File: src/fsp_pkg.sv
// Shared types and constants for the format specifier parser.
`default_nettype none
package fsp_pkg;

  localparam logic [7:0] CH_HASH  = 8'h23;
  localparam logic [7:0] CH_ZERO  = 8'h30;
  localparam logic [7:0] CH_NINE  = 8'h39;
  localparam logic [7:0] CH_MINUS = 8'h2D;
  localparam logic [7:0] CH_PLUS  = 8'h2B;
  localparam logic [7:0] CH_SPACE = 8'h20;
  localparam logic [7:0] CH_STAR  = 8'h2A;
  localparam logic [7:0] CH_DOT   = 8'h2E;
  localparam logic [7:0] CH_H     = 8'h68;
  localparam logic [7:0] CH_L     = 8'h6C;
  localparam logic [7:0] CH_J     = 8'h6A;
  localparam logic [7:0] CH_Z     = 8'h7A;

  localparam int FLAG_HASH  = 0;
  localparam int FLAG_ZERO  = 1;
  localparam int FLAG_MINUS = 2;
  localparam int FLAG_PLUS  = 3;
  localparam int FLAG_SPACE = 4;

  localparam logic [31:0] SAT_MAX  = 32'h7FFF_FFFF;
  localparam logic [31:0] MOST_NEG = 32'h8000_0000;

  typedef enum logic [3:0] {
    PH_FLAGS   = 4'd0,
    PH_WDIG    = 4'd1,
    PH_WSTAR   = 4'd2,
    PH_WSDIG   = 4'd3,
    PH_PDIG    = 4'd4,
    PH_PSTAR   = 4'd5,
    PH_PSDIG   = 4'd6,
    PH_AFTER_H = 4'd7,
    PH_AFTER_L = 4'd8,
    PH_CONV    = 4'd9
  } phase_t;

  typedef enum logic [2:0] {
    LEN_NONE = 3'd0,
    LEN_HH   = 3'd1,
    LEN_H    = 3'd2,
    LEN_L    = 3'd3,
    LEN_LL   = 3'd4,
    LEN_J    = 3'd5,
    LEN_Z    = 3'd6
  } length_t;

  typedef struct packed {
    phase_t      phase;
    logic [4:0]  flags;
    logic [31:0] width_acc;
    logic [31:0] precision_acc;
    logic        dot_seen;
    length_t     length;
  } fsp_state_t;

  typedef struct packed {
    logic [4:0]         flag_bits;
    logic [30:0]        field_width;
    logic signed [31:0] precision_value;
    logic               precision_given;
    logic [2:0]         length_kind;
    logic [7:0]         conversion;
  } fsp_result_t;

  localparam fsp_state_t STATE_RESET = '{
    phase:         PH_FLAGS,
    flags:         5'd0,
    width_acc:     32'd0,
    precision_acc: 32'd0,
    dot_seen:      1'b0,
    length:        LEN_NONE
  };

endpackage
`default_nettype wire

File: src/fsp_if.sv
// Word channels: format characters in, parsed specifier records out.
`default_nettype none
interface fsp_char_if;
  logic               valid;
  logic               ready;
  logic [7:0]         ch;
  logic signed [31:0] star_value;

  modport source (output valid, output ch, output star_value, input ready);
  modport sink (input valid, input ch, input star_value, output ready);
endinterface

interface fsp_spec_if;
  logic               valid;
  logic               ready;
  logic [4:0]         flag_bits;
  logic [30:0]        field_width;
  logic signed [31:0] precision_value;
  logic               precision_given;
  logic [2:0]         length_kind;
  logic [7:0]         conversion;

  modport source (
    output valid, output flag_bits, output field_width, output precision_value,
    output precision_given, output length_kind, output conversion, input ready
  );
  modport sink (
    input valid, input flag_bits, input field_width, input precision_value,
    input precision_given, input length_kind, input conversion, output ready
  );
endinterface
`default_nettype wire

File: src/fsp_step.sv
// One parse step: next parser state and the record for a terminating character.
`default_nettype none
module fsp_step (
  input  fsp_pkg::fsp_state_t  st,
  input  logic [7:0]           ch,
  input  logic [31:0]          star_value,
  output fsp_pkg::fsp_state_t  nxt,
  output logic                 emit,
  output fsp_pkg::fsp_result_t res
);
  import fsp_pkg::*;

  function automatic logic [31:0] sat_acc(input logic [31:0] acc, input logic [3:0] d);
    logic [35:0] v;
    v = {1'b0, acc, 3'b000} + {3'b000, acc, 1'b0} + {32'd0, d};
    sat_acc = (v > {4'd0, SAT_MAX}) ? SAT_MAX : v[31:0];
  endfunction

  logic        digit;
  logic [3:0]  dval;
  logic [4:0]  fbit;
  logic        go_wdig;
  logic        dot_path;
  logic        mod_path;
  logic [31:0] wmag;

  assign digit = ch inside {[CH_ZERO:CH_NINE]};
  assign dval  = 4'(ch - CH_ZERO);

  always_comb begin
    case (ch)
      CH_HASH:  fbit = 5'(1) << FLAG_HASH;
      CH_ZERO:  fbit = 5'(1) << FLAG_ZERO;
      CH_MINUS: fbit = 5'(1) << FLAG_MINUS;
      CH_PLUS:  fbit = 5'(1) << FLAG_PLUS;
      CH_SPACE: fbit = 5'(1) << FLAG_SPACE;
      default:  fbit = 5'd0;
    endcase
  end

  always_comb begin
    nxt      = st;
    emit     = 1'b0;
    go_wdig  = 1'b0;
    dot_path = 1'b0;
    mod_path = 1'b0;
    case (st.phase)
      PH_WDIG: begin
        go_wdig = 1'b1;
      end
      PH_WSTAR: begin
        if (digit) begin
          nxt.width_acc = {28'd0, dval};
          nxt.phase     = PH_WSDIG;
        end else begin
          dot_path = 1'b1;
        end
      end
      PH_WSDIG: begin
        if (digit) nxt.width_acc = sat_acc(st.width_acc, dval);
        else dot_path = 1'b1;
      end
      PH_PDIG: begin
        if (digit) begin
          nxt.precision_acc = sat_acc(st.precision_acc, dval);
        end else if (ch == CH_STAR) begin
          nxt.precision_acc = star_value;
          nxt.phase         = PH_PSTAR;
        end else begin
          mod_path = 1'b1;
        end
      end
      PH_PSTAR: begin
        if (digit) begin
          nxt.precision_acc = {28'd0, dval};
          nxt.phase         = PH_PSDIG;
        end else begin
          mod_path = 1'b1;
        end
      end
      PH_PSDIG: begin
        if (digit) nxt.precision_acc = sat_acc(st.precision_acc, dval);
        else mod_path = 1'b1;
      end
      PH_AFTER_H: begin
        if (ch == CH_H) begin
          nxt.length = LEN_HH;
          nxt.phase  = PH_CONV;
        end else begin
          emit = 1'b1;
        end
      end
      PH_AFTER_L: begin
        if (ch == CH_L) begin
          nxt.length = LEN_LL;
          nxt.phase  = PH_CONV;
        end else begin
          emit = 1'b1;
        end
      end
      PH_CONV: begin
        emit = 1'b1;
      end
      default: begin
        if (fbit != 5'd0) begin
          nxt.flags = st.flags | fbit;
          nxt.phase = PH_FLAGS;
        end else begin
          nxt.phase = PH_WDIG;
          go_wdig   = 1'b1;
        end
      end
    endcase

    if (go_wdig) begin
      if (digit) begin
        nxt.width_acc = sat_acc(st.width_acc, dval);
      end else if (ch == CH_STAR) begin
        nxt.width_acc = star_value;
        nxt.phase     = PH_WSTAR;
      end else begin
        dot_path = 1'b1;
      end
    end

    if (dot_path) begin
      if (ch == CH_DOT) begin
        nxt.dot_seen = 1'b1;
        nxt.phase    = PH_PDIG;
      end else begin
        mod_path = 1'b1;
      end
    end

    if (mod_path) begin
      case (ch)
        CH_H: begin
          nxt.length = LEN_H;
          nxt.phase  = PH_AFTER_H;
        end
        CH_L: begin
          nxt.length = LEN_L;
          nxt.phase  = PH_AFTER_L;
        end
        CH_J: begin
          nxt.length = LEN_J;
          nxt.phase  = PH_CONV;
        end
        CH_Z: begin
          nxt.length = LEN_Z;
          nxt.phase  = PH_CONV;
        end
        default: emit = 1'b1;
      endcase
    end

    if (emit) nxt = STATE_RESET;
  end

  assign wmag = (st.width_acc == MOST_NEG) ? SAT_MAX : (32'd0 - st.width_acc);

  always_comb begin
    res.flag_bits       = st.flags;
    res.field_width     = st.width_acc[30:0];
    if (st.width_acc[31]) begin
      res.flag_bits[FLAG_MINUS] = 1'b1;
      res.field_width           = wmag[30:0];
    end
    res.precision_value = st.dot_seen ? st.precision_acc : 32'd0;
    res.precision_given = st.dot_seen;
    res.length_kind     = st.length;
    res.conversion      = ch;
  end

endmodule
`default_nettype wire

File: src/format_spec_parser.sv
// Top level of the format specifier parser: input stage, parser state, record register.
// A terminating character is staged, then its record is loaded into the record register.
// One character per cycle unless held; the parser state updates once per staged character.
// Back-pressure holds the staged character only when it terminates and the record is held.
// Reset clears the parser to the flags phase and drops staged and pending words.
`default_nettype none
module format_spec_parser (
  input  logic       clk,
  input  logic       rst,
  fsp_char_if.sink   fmt_in,
  fsp_spec_if.source spec_out
);
  import fsp_pkg::*;

  logic        stage_valid;
  logic [7:0]  stage_ch;
  logic [31:0] stage_star;
  fsp_state_t  st;
  fsp_state_t  st_next;
  logic        emit;
  fsp_result_t res_next;
  fsp_result_t res;
  logic        out_valid;
  logic        out_free;
  logic        step_go;

  fsp_step u_step (
    .st         (st),
    .ch         (stage_ch),
    .star_value (stage_star),
    .nxt        (st_next),
    .emit       (emit),
    .res        (res_next)
  );

  assign out_free     = !out_valid || spec_out.ready;
  assign step_go      = stage_valid && (!emit || out_free);
  assign fmt_in.ready = !stage_valid || step_go;

  always_ff @(posedge clk) begin
    if (rst) begin
      stage_valid <= 1'b0;
      out_valid   <= 1'b0;
      st          <= STATE_RESET;
    end else begin
      if (fmt_in.ready) stage_valid <= fmt_in.valid;
      if (step_go) st <= st_next;
      if (step_go && emit) out_valid <= 1'b1;
      else if (spec_out.ready) out_valid <= 1'b0;
    end
  end

  always_ff @(posedge clk) begin
    if (fmt_in.valid && fmt_in.ready) begin
      stage_ch   <= fmt_in.ch;
      stage_star <= fmt_in.star_value;
    end
    if (step_go && emit) res <= res_next;
  end

  assign spec_out.valid           = out_valid;
  assign spec_out.flag_bits       = res.flag_bits;
  assign spec_out.field_width     = res.field_width;
  assign spec_out.precision_value = res.precision_value;
  assign spec_out.precision_given = res.precision_given;
  assign spec_out.length_kind     = res.length_kind;
  assign spec_out.conversion      = res.conversion;

`ifndef SYNTH
  a_clear_after_emit: assert property (@(posedge clk) disable iff (rst)
    step_go && emit |=> st.phase == PH_FLAGS && st.width_acc == 32'd0 && !st.dot_seen)
    else $error("parser state not cleared after record");

  a_stall_cause: assert property (@(posedge clk) disable iff (rst)
    !fmt_in.ready |-> stage_valid && out_valid && !spec_out.ready)
    else $error("input stalled without a held record");

  a_no_prec_without_dot: assert property (@(posedge clk) disable iff (rst)
    !st.dot_seen |-> st.precision_acc == 32'd0)
    else $error("precision accumulated without a dot");

  a_record_prec: assert property (@(posedge clk) disable iff (rst)
    spec_out.valid && !spec_out.precision_given |-> spec_out.precision_value == 32'sd0)
    else $error("precision reported without a dot");
`endif

endmodule
`default_nettype wire

File: src/flat_wrapper.sv
// flat-port wrapper written by rule: the top's interface ports become plain ports
module format_spec_parser_flat import fsp_pkg::*;
  (clk, rst, fmt_in_valid, fmt_in_ch, fmt_in_star_value, fmt_in_ready, spec_out_valid, spec_out_flag_bits, spec_out_field_width, spec_out_precision_value, spec_out_precision_given, spec_out_length_kind, spec_out_conversion, spec_out_ready);
  fsp_char_if fmt_in_i ();
  fsp_spec_if spec_out_i ();
  input  logic clk;
  input  logic rst;
  input wire logic [$bits(fmt_in_i.valid)-1:0] fmt_in_valid;
  input wire logic [$bits(fmt_in_i.ch)-1:0] fmt_in_ch;
  input wire logic [$bits(fmt_in_i.star_value)-1:0] fmt_in_star_value;
  output wire logic [$bits(fmt_in_i.ready)-1:0] fmt_in_ready;
  output wire logic [$bits(spec_out_i.valid)-1:0] spec_out_valid;
  output wire logic [$bits(spec_out_i.flag_bits)-1:0] spec_out_flag_bits;
  output wire logic [$bits(spec_out_i.field_width)-1:0] spec_out_field_width;
  output wire logic [$bits(spec_out_i.precision_value)-1:0] spec_out_precision_value;
  output wire logic [$bits(spec_out_i.precision_given)-1:0] spec_out_precision_given;
  output wire logic [$bits(spec_out_i.length_kind)-1:0] spec_out_length_kind;
  output wire logic [$bits(spec_out_i.conversion)-1:0] spec_out_conversion;
  input wire logic [$bits(spec_out_i.ready)-1:0] spec_out_ready;
  assign fmt_in_i.valid = fmt_in_valid;
  assign fmt_in_i.ch = fmt_in_ch;
  assign fmt_in_i.star_value = fmt_in_star_value;
  assign fmt_in_ready = fmt_in_i.ready;
  assign spec_out_valid = spec_out_i.valid;
  assign spec_out_flag_bits = spec_out_i.flag_bits;
  assign spec_out_field_width = spec_out_i.field_width;
  assign spec_out_precision_value = spec_out_i.precision_value;
  assign spec_out_precision_given = spec_out_i.precision_given;
  assign spec_out_length_kind = spec_out_i.length_kind;
  assign spec_out_conversion = spec_out_i.conversion;
  assign spec_out_i.ready = spec_out_ready;
  format_spec_parser u_core (.clk(clk), .rst(rst), .fmt_in(fmt_in_i), .spec_out(spec_out_i));
endmodule
File: config.mk
export PLATFORM = sky130hd
export DESIGN_NAME = format_spec_parser_flat
export DESIGN_NICKNAME = d
export VERILOG_FILES = /design/src/fsp_pkg.sv /design/src/fsp_if.sv /design/src/fsp_step.sv /design/src/format_spec_parser.sv /design/src/flat_wrapper.sv
export SDC_FILE = /design/constraint.sdc
export NUM_CORES = 1
export LEC_CHECK = 0
export ABC_AREA = 1
export BUFFER_PORTS_ARGS = -buffer_cell sky130_fd_sc_hd__buf_2
export CAP_MARGIN = 15
export CORE_UTILIZATION = 56
export CTS_CLUSTER_DIAMETER = 150
export CTS_CLUSTER_SIZE = 25
export DETAILED_ROUTE_END_ITERATION = 12
export PLACE_DENSITY = 0.79
export SLEW_MARGIN = 5
export SYNTH_ARGS = -nofsm -noshare
export SYNTH_HDL_FRONTEND = slang
export SYNTH_SLANG_ARGS = --single-unit
File: constraint.sdc
create_clock -name clk -period 4.05 [get_ports clk]
set_input_delay 0.405 -clock clk [delete_from_list [all_inputs] [get_ports clk]]
set_output_delay 0.405 -clock clk [all_outputs]
set_load 0.01 [all_outputs]
==> metrics.txt, run 1 <==
vias per cell 5.72; WP data arrival 4.07 ns; top cells by area, synth edfxtp_1 23%, nand2_1 18%, ha_1 10%, dfxtp_1 10%, a21oi_1 6.6%; crit path launch type register; Non-Filler Instances 2809; worst slew pin tran 0.812 ns; Synth Cell Area 0.0159 mm^2; share of cells above drive strength 1 0.0991; Clk Latency, worst-skew pair 0.48 ns; Post-synth EDFFs 120; initial antenna violation count 0; R2R Path Start u_core.stage_ch[3]$_DFFE_PP_; sequential share of power 0.517; post-route ant nets 0; port bufs 125; Power Density 248 mW/mm^2; routed wire length 46900 um; largest net degree at the start of global routing 69; CP dominant cell by count nand3_1; GRT Total Usage 0.328; Unique masters post-synth 50; Synth top area share 0.227; DIE WIDTH 170 um; critical path required time 4.39 ns; core area 0.0279 mm^2; Synth area leader edfxtp_1; Final Setup Violations 0; sw frac 0.271; CP Cell Sequence buf_4 -> fa_1 -> inv_1 -> fa_1 -> o21ai_2 -> a21oi_1 -> o21ai_1 -> nand3_1 -> nand3_1 -> nand2_1 -> nor2_2 -> buf_12 -> nand3_1 -> nand2_1 -> nand2_1 -> nand3_1 -> a21oi_1; worst vdd ir 0.302 mV; diode count 0; status completed; Tmin final 3.73 ns; routed vias 16060; crit-path max cell delay 0.59 ns; Chip Height 170 um; # H-tree levels 4; hold path depth 1; synth warn 0; Synth async-reset ratio 0; DR pass1 iterations 6; worst rel slew slack 0.458; hold path startpoint fmt_in_star_value[17]; initial DRC count 1319; die area 0.0290 mm^2; number of global-route vias before repair 14910; syn_area_per_cell 6.80 um^2; Levels on crit path 17; Inserted Clock Buffers 17; delay-heaviest family, CP adder cells; Final Cycle Share 0.922; CP endpoint kind register; fin. max-slew vios 0; RSZ-0062 raised after global routing no; clk_skew 0.0203 ns; fmax 268 MHz; P_leak 8.77 nW; Power Total 4.35 mW; worst-path fanout max 32; WL per Instance 16.7 um; R2R Setup Slk 0.32 ns; Sink Count 199; Root Buffer clkbuf_16; Reg clk slew, reported paths 0.08 ns; GPL Wtd Cong 0.965; first-pass GRT wire length 75200 um; nets@finish 2593; clock share of power 0.397; Post-Syn Nets 2510; initial core utilization 0.570; DRC viols 0; critical path class register to register; P_sw 1.18 mW; Comb pwr share 0.087; WHS Endpoint u_core.stage_star[17]$_DFFE_PP_; IO Count 126; HP Class input pin to register; Area growth syn-to-layout 10.4%; top_reg_cell synth edfxtp_1; Overflow after GRT 0; cell row count 61; CTS tree built; end of the worst register-to-register path u_core.st[12]$_SDFFE_PP0P_; Inst Count DP 2775; final hold vios 0; slowest CP cell fa_1; Post-Syn Instances 2335; post-synthesis sequential area ratio 0.327; TNS Setup 0 ns; max_cap viols 0; CTS max path bufs 2; reg2reg path depth 17; #FFs+latches synth 199; Bufs and invs on worst path 3; Pint 3.17 mW; dpl hpwl 34300 um
[power by group through the flow]
| stage | combinational (mW) | clock (mW) | sequential (mW) |
|---|---|---|---|
| final | 0.376 | 1.72 | 2.25 |
| after global routing | 0.411 | 1.81 | 2.25 |
| after CTS | 0.372 | 1.74 | 2.25 |
| after detailed placement | 0.371 | 0 | 2.29 |
| after global placement | 0.363 | 0 | 2.29 |
| after floorplan | 0.207 | 0 | 2.30 |
[synthesized netlist by cell type (2+ instances only)]
| cell | number |
|---|---|
| nand4_1 | 45 |
| clkbuf_1 | 58 |
| o31ai_1 | 3 |
| nand2_1 | 743 |
| o21ai_2 | 2 |
| a31oi_1 | 33 |
| a21o_1 | 7 |
| nor2_1 | 179 |
| a21oi_1 | 210 |
| o211ai_1 | 6 |
| o21bai_1 | 5 |
| o21ai_1 | 5 |
| inv_2 | 11 |
| nand2_2 | 3 |
| nor4_1 | 9 |
| o21ai_0 | 64 |
| buf_2 | 26 |
| edfxtp_1 | 120 |
| nand2_4 | 4 |
| nand3_4 | 3 |
| nand3_1 | 176 |
| buf_1 | 9 |
| a21oi_2 | 2 |
| inv_1 | 256 |
| nor2_2 | 4 |
| nor3_1 | 53 |
| dfxtp_1 | 79 |
| nor3_2 | 3 |
| ha_1 | 127 |
| or2_2 | 6 |
| fa_1 | 4 |
| nand3b_1 | 9 |
| buf_6 | 3 |
| o21a_1 | 5 |
| xnor2_1 | 33 |
| xor2_1 | 16 |
[stage by stage]
stage | setup slack [ns] | area [um^2] | util | hold WS (ns)
4_1_cts | 0.276 | 17500 | 0.628 | 0.0985
3_5_place_dp | 0.306 | 16900 | 0.607 | 0.414
5_1_grt | 0.0253 | 17500 | 0.629 | 0.0991
3_3_place_gp | 0.403 | 16900 | 0.607 | 0.414
2_1_floorplan | 0.0873 | 15900 | - | 0.406
6_report | 0.316 | 17500 | 0.629 | 0.107
[cell families (layout without fill, tap and decap cells)]
kind of cell	count (synthesis)	after routing	synth area share
simple gates	1241	1241	0.331
buf+inv	366	462	0.0903
compound gates	349	349	0.120
flops	199	199	0.327
fa+ha+maj	131	131	0.105
xor+xnor	49	49	0.0270
[cells in the final DEF, fill, tap and decap left out, types with 45 or more instances in the layout]
cell type,synthesis,final
nand2_1,743,743
o21ai_0,64,64
a21oi_1,210,210
dfxtp_1,79,79
nor2_1,179,177
edfxtp_1,120,120
nand3_1,176,176
inv_1,256,255
nor3_1,53,53
nand4_1,45,45
buf_2,26,125
ha_1,127,127
[layer usage]
| layer | GRT usage | vias to the layer above | wire length, um |
|---|---|---|---|
| met5 | 0 | - | 0 |
| met4 | 0.170 | 0 | 2150 |
| met3 | 0.0477 | 151 | 3530 |
| met2 | 0.530 | 778 | 21200 |
| met1 | 0.424 | 7262 | 20100 |
| li1 | - | 7869 | - |
[layout make-up]
type / instances / area [um^2]
Fill cell: 2562 / 10300
Multi-Input combinational cell: 1770 / 9280
Sequential cell: 199 / 5180
Timing Repair Buffer: 162 / 1020
Inverter: 268 / 1010
Tap cell: 378 / 473
Clock buffer: 19 / 443
Clock inverter: 13 / 128
[registers in the layout (all words and copies together), names as in the netlist]
register and count:
u_core.spec_out.flag_bits 5, u_core.st 77, u_core.spec_out.conversion 8, u_core.stage_star 32, u_core.spec_out.length_kind 3, u_core.spec_out.valid 1
u_core.spec_out.field_width 31, u_core.stage_valid 1, u_core.spec_out.precision_value 32, u_core.spec_out.precision_given 1, u_core.stage_ch 8
[worst max-delay path by stage]
stage                                 start                                 endpoint  slack, ns
2_1_floorplan  u_core.stage_ch[1]$_DFFE_PP_  u_core.spec_out.conversion[0]$_DFFE_PP_       0.09
3_3_place_gp   u_core.stage_ch[3]$_DFFE_PP_               u_core.st[31]$_SDFFE_PP0P_       0.40
5_1_grt        u_core.stage_ch[3]$_DFFE_PP_                u_core.st[6]$_SDFFE_PP0P_       0.03
4_1_cts        u_core.stage_ch[3]$_DFFE_PP_                u_core.st[6]$_SDFFE_PP0P_       0.28
6_report       u_core.stage_ch[3]$_DFFE_PP_               u_core.st[12]$_SDFFE_PP0P_       0.32
3_5_place_dp   u_core.stage_ch[3]$_DFFE_PP_                u_core.st[6]$_SDFFE_PP0P_       0.31
[repair_timing]
item / 4_1_cts / 5_1_grt
hold buffers: 0 / 0
gates resized for setup: 0 / 1
hold endpoints to repair: 0 / 0
buffers inserted: 0 / 0
setup endpoints to repair: 0 / 2
Note: power is estimated with default switching activity, not from simulation.
==> run 2: changes to the inputs <==
- clock period: 4.05 -> 3.3 ns (I/O delays scaled with it)
==> metrics.txt, run 2 (synthesis results as in run 1) <==
max_cap viols 0; Power Total 5.54 mW; Root Buffer clkbuf_16; Area growth syn-to-layout 23.6%; final instance area 0.0196 mm^2; CTS max path bufs 2; routed vias 17270; core area 0.0279 mm^2; Non-Filler Instances 2916; sequential share of power 0.497; R2R Setup Slk -0.21 ns; Comb pwr share 0.095; # H-tree levels 4; Sink Count 199; sw frac 0.274; P_leak 9.85 nW; port bufs 125; RSZ-0062 raised after global routing yes; Final Worst Setup Slack -0.209 ns; worst rel slew slack 0.190; final hold vios 0; Power Density 282 mW/mm^2; Tmin final 3.51 ns; worst-path fanout max 8; die area 0.0290 mm^2; WHS 0.0284 ns; HP Class input pin to register; placed cell areas 0.0174 mm^2; clk_skew 0.0158 ns; failing checks setup timing; routed wire length 54700 um; Overflow after GRT 0; P_sw 1.52 mW; post-route ant nets 0; Inst Count DP 2842; GPL Wtd Cong 0.947; diode count 0; IO Count 126; Reg clk slew, reported paths 0.08 ns; DRC viols 0; crit path launch type register; commonest non-fill, non-tap cell in the layout nand2_1; WL per Instance 18.8 um; fmax 285 MHz; worst slew pin tran 1.21 ns; most frequent cells in the layout 685 x nand2_1, 251 x inv_1, 191 x a21oi_1; number of global-route vias before repair 15980; TNS Setup -6.37 ns; WP data arrival 3.85 ns; Biggest register u_core.st; Final Setup Violations 59; critical path required time 3.64 ns; Chip Height 170 um; cell row count 61; status finished, violations left; initial core utilization 0.570; worst vdd ir 0.350 mV; share of cells above drive strength 1 0.202; Clk Latency, worst-skew pair 0.48 ns; fin. max-slew vios 0; initial antenna violation count 0; CTS tree built; CP endpoint kind register; Pint 4.02 mW; max reg flops 77; GRT Total Usage 0.366; initial DRC count 2151; clock share of power 0.408; DR pass1 iterations 7; dpl hpwl 36600 um; largest net degree at the start of global routing 91; vias per cell 5.92; nets@finish 2700; Inserted Clock Buffers 17; first-pass GRT wire length 82700 um; Final Cycle Share 1.06; critical path class register to register; DIE WIDTH 170 um
==> run 2: cell types whose count changed in the layout (fill, tap and decap cells not counted), sizes merged <==
cell / delta
buf: +106
bufinv: +1
clkinv: +1
clkinvlp: +2
inv: -3
==> run 2: final cells by class <==
type / instances / area [um^2]
Clock inverter: 14 / 175
Inverter: 268 / 1020
Sequential cell: 199 / 5190
Clock buffer: 18 / 450
Multi-Input combinational cell: 1770 / 10200
Tap cell: 378 / 473
Fill cell: 2291 / 8230
Timing Repair Buffer: 269 / 2100
==> run 2: worst max-delay path, cell delays in order (launching register included) <==
cell and delay (ns):
edfxtp_1 0.43, buf_6 0.16, fa_1 0.51, buf_6 0.15, ha_4 0.26, nand2_4 0.06, o21ai_2 0.17, nand2_1 0.09
nand2_2 0.10, nand2_2 0.08, nand2_4 0.12, nand3_4 0.07, nand3_2 0.11, nand3_2 0.13, nor2_4 0.29, clkbuf_16 0.26
nand3_2 0.08, nand2_1 0.07, nand2_1 0.06, nand3_1 0.11, a21oi_1 0.06
==> run 2: power by group through the flow <==
stage | clock (mW) | combinational (mW) | sequential [mW]
finish | 2.26 | 0.524 | 2.75
global route | 2.35 | 0.563 | 2.76
CTS | 2.27 | 0.495 | 2.75
detailed placement | 0 | 0.474 | 2.81
global placement | 0 | 0.464 | 2.81
floorplan | 0 | 0.259 | 2.83
==> run 2: worst paths after layout <==
path | start | end | cells after the start
setup reg to reg | u_core.stage_ch[3]$_DFFE_PP_ | u_core.st[15]$_SDFFE_PP0P_ | 20
hold / removal | fmt_in_star_value[24] | u_core.stage_star[24]$_DFFE_PP_ | 1
setup / recovery | u_core.stage_ch[3]$_DFFE_PP_ | u_core.st[15]$_SDFFE_PP0P_ | 20
hold reg to reg | u_core.st[68]$_SDFFE_PP0P_ | u_core.spec_out.flag_bits[0]$_DFFE_PP_ | 0
==> run 2: stage by stage <==
step                       util  setup slack (ns)
after global routing      0.704            -0.339
final                     0.704            -0.209
after floorplan               -           -0.0192
after detailed placement  0.626            -0.340
after CTS                 0.680            -0.107
after global placement    0.626            -0.242
==> run 2: timing repair <==
item,4_1_cts,5_1_grt
hold endpoints to repair,0,0
resized for setup,95,143
pin swaps,74,85
hold buffers,0,0
endpoints found under the setup margin,62,79
cloned,9,3
buffers inserted,24,11
==> run 2: metal layers <==
layer  vias to the layer above  part of all wire  global-route usage  wire length (um)
met2                       972              0.46               0.610             25300
li1                       8104                 -                   -                 -
met4                         0             0.048               0.166              2600
met3                       232             0.081              0.0521              4450
met5                         -                 0                   0                 0
met1                      7962              0.41               0.468             22400
==> run 3: changes to the inputs <==
- CORE_UTILIZATION: 56 -> 57
- CTS_BUF_LIST: default -> sky130_fd_sc_hd__clkbuf_4
- PLACE_DENSITY: 0.79 -> 0.8
==> metrics.txt, run 3 (synthesis results as in run 1) <==
GRT Total Usage 0.360; worst-path fanout max 8; crit path from u_core.stage_ch[3]$_DFFE_PP_; dpl hpwl 36500 um; P_sw 1.38 mW; fin. max-slew vios 0; P_leak 9.78 nW; CTS tree built; share of cells above drive strength 1 0.187; fmax 295 MHz; most frequent cells in the layout 696 x nand2_1, 253 x inv_1, 197 x a21oi_1; worst rel slew slack 0.185; crit path launch type register; DR pass1 iterations 6; initial DRC count 1791; status finished, violations left; crit-path max cell delay 0.53 ns; final hold vios 0; cell row count 60; max reg flops 77; RSZ-0062 raised after global routing yes; reg2reg path depth 20; failing checks setup timing; Biggest register u_core.st; HP Class input pin to register; initial core utilization 0.584; die area 0.0285 mm^2; R2R Path Start u_core.stage_ch[3]$_DFFE_PP_; Sink Count 199; worst vdd ir 0.281 mV; Comb pwr share 0.116; worst slew pin tran 1.22 ns; Area growth syn-to-layout 22.6%; core area 0.0272 mm^2; WP data arrival 3.90 ns; clock share of power 0.315; WL per Instance 18.1 um; critical path required time 3.82 ns; Power Density 249 mW/mm^2; initial antenna violation count 2; CP endpoint kind register; CTS max path bufs 2; number of global-route vias before repair 15907; CP Cell Sequence buf_6 -> fa_1 -> inv_2 -> fa_2 -> o21ai_2 -> buf_6 -> nand3_2 -> nand2_2 -> nand2_2 -> nand2_4 -> nand3_4 -> nand3_2 -> nand2_2 -> nor2_4 -> buf_8 -> nand3b_1 -> nand2_1 -> nand2_1 -> nand3_2 -> a21oi_1; largest net degree at the start of global routing 74; Clk Latency, worst-skew pair 0.66 ns; routed wire length 53200 um; Overflow after GRT 0; commonest non-fill, non-tap cell in the layout nand2_1; Pint 3.47 mW; Root Buffer clkbuf_4; critical path class register to register; first-pass GRT wire length 81200 um; IO Count 126; hold path startpoint spec_out_ready; Reg clk slew, reported paths 0.17 ns; GPL Wtd Cong 0.944; Final Setup Violations 31; Chip Height 169 um; post-route ant nets 0; # H-tree levels 4; Inserted Clock Buffers 17; vias per cell 5.82; DIE WIDTH 169 um; hold path depth 4; Power Total 4.85 mW; TNS Setup -0.941 ns; Tmin final 3.39 ns; Final Worst Setup Slack -0.0867 ns; clk_skew 0.0362 ns; DRC viols 0; sequential share of power 0.569; slowest CP cell fa_1; nets@finish 2725; routed vias 17093; max_cap viols 0; sw frac 0.284; Final Cycle Share 1.03; port bufs 125
==> run 3: stage by stage <==
stage               cell area (um^2)  utilization  setup slack [ns]  hold slack, ns  cells
floorplan                      15900            -           -0.0192           0.406   2335
global placement               17500        0.642            -0.163           0.414   2834
detailed placement             17500        0.642            -0.229           0.417   2834
CTS                            18500        0.679          0.000759          0.0330   2919
global route                   19500        0.716            -0.232           0.102   2937
finish                         19500        0.716           -0.0867           0.117   2937
==> run 3: routing by layer <==
| metal | part of all wire | GRT usage | vias up |
|---|---|---|---|
| met1 | 0.41 | 0.464 | 7892 |
| li1 | - | - | 8160 |
| met5 | 0 | 0 | - |
| met2 | 0.47 | 0.603 | 882 |
| met3 | 0.079 | 0.0437 | 159 |
| met4 | 0.039 | 0.163 | 0 |
==> run 3: worst paths after layout <==
check	to	slack [ns]
min reg2reg	u_core.spec_out.flag_bits[4]$_DFFE_PP_	0.47
max	u_core.st[5]$_SDFFE_PP0P_	-0.09
min	u_core.spec_out.valid$_SDFFE_PP0P_	0.12
max reg2reg	u_core.st[5]$_SDFFE_PP0P_	-0.09
==> run 3: layout make-up <==
| cell class | instances | area, um^2 |
|---|---|---|
| Tap cell | 372 | 465 |
| Sequential cell | 199 | 5200 |
| Antenna cell | 2 | 5.00 |
| Clock inverter | 15 | 191 |
| Fill cell | 2245 | 7710 |
| Multi-Input combinational cell | 1770 | 10100 |
| Timing Repair Buffer | 294 | 2360 |
| Inverter | 268 | 1030 |
| Clock buffer | 17 | 128 |
==> run 3: what timing repair did <==
action	CTS	global route
resized for setup	43	182
hold buffers	41	0
hold endpoints to repair	41	0
pin swaps	15	45
cloned	5	6
setup buffers	7	12
endpoints found under the setup margin	63	147
==> run 3: critical path, delay by kind of cell (launching register included) <==
family          cells  cell delay [ns]
simple gates       12             1.20
buf+inv             4             0.54
flops               1             0.45
fa+ha+maj           2             0.89
compound gates      2             0.19
==> run 3: power groups by stage <==
stage | clock, mW | sequential (mW) | combinational [mW]
after floorplan | 0 | 2.83 | 0.259
after global placement | 0 | 2.81 | 0.463
after detailed placement | 0 | 2.81 | 0.471
after CTS | 1.52 | 2.75 | 0.521
after global routing | 1.61 | 2.76 | 0.602
final | 1.53 | 2.76 | 0.560
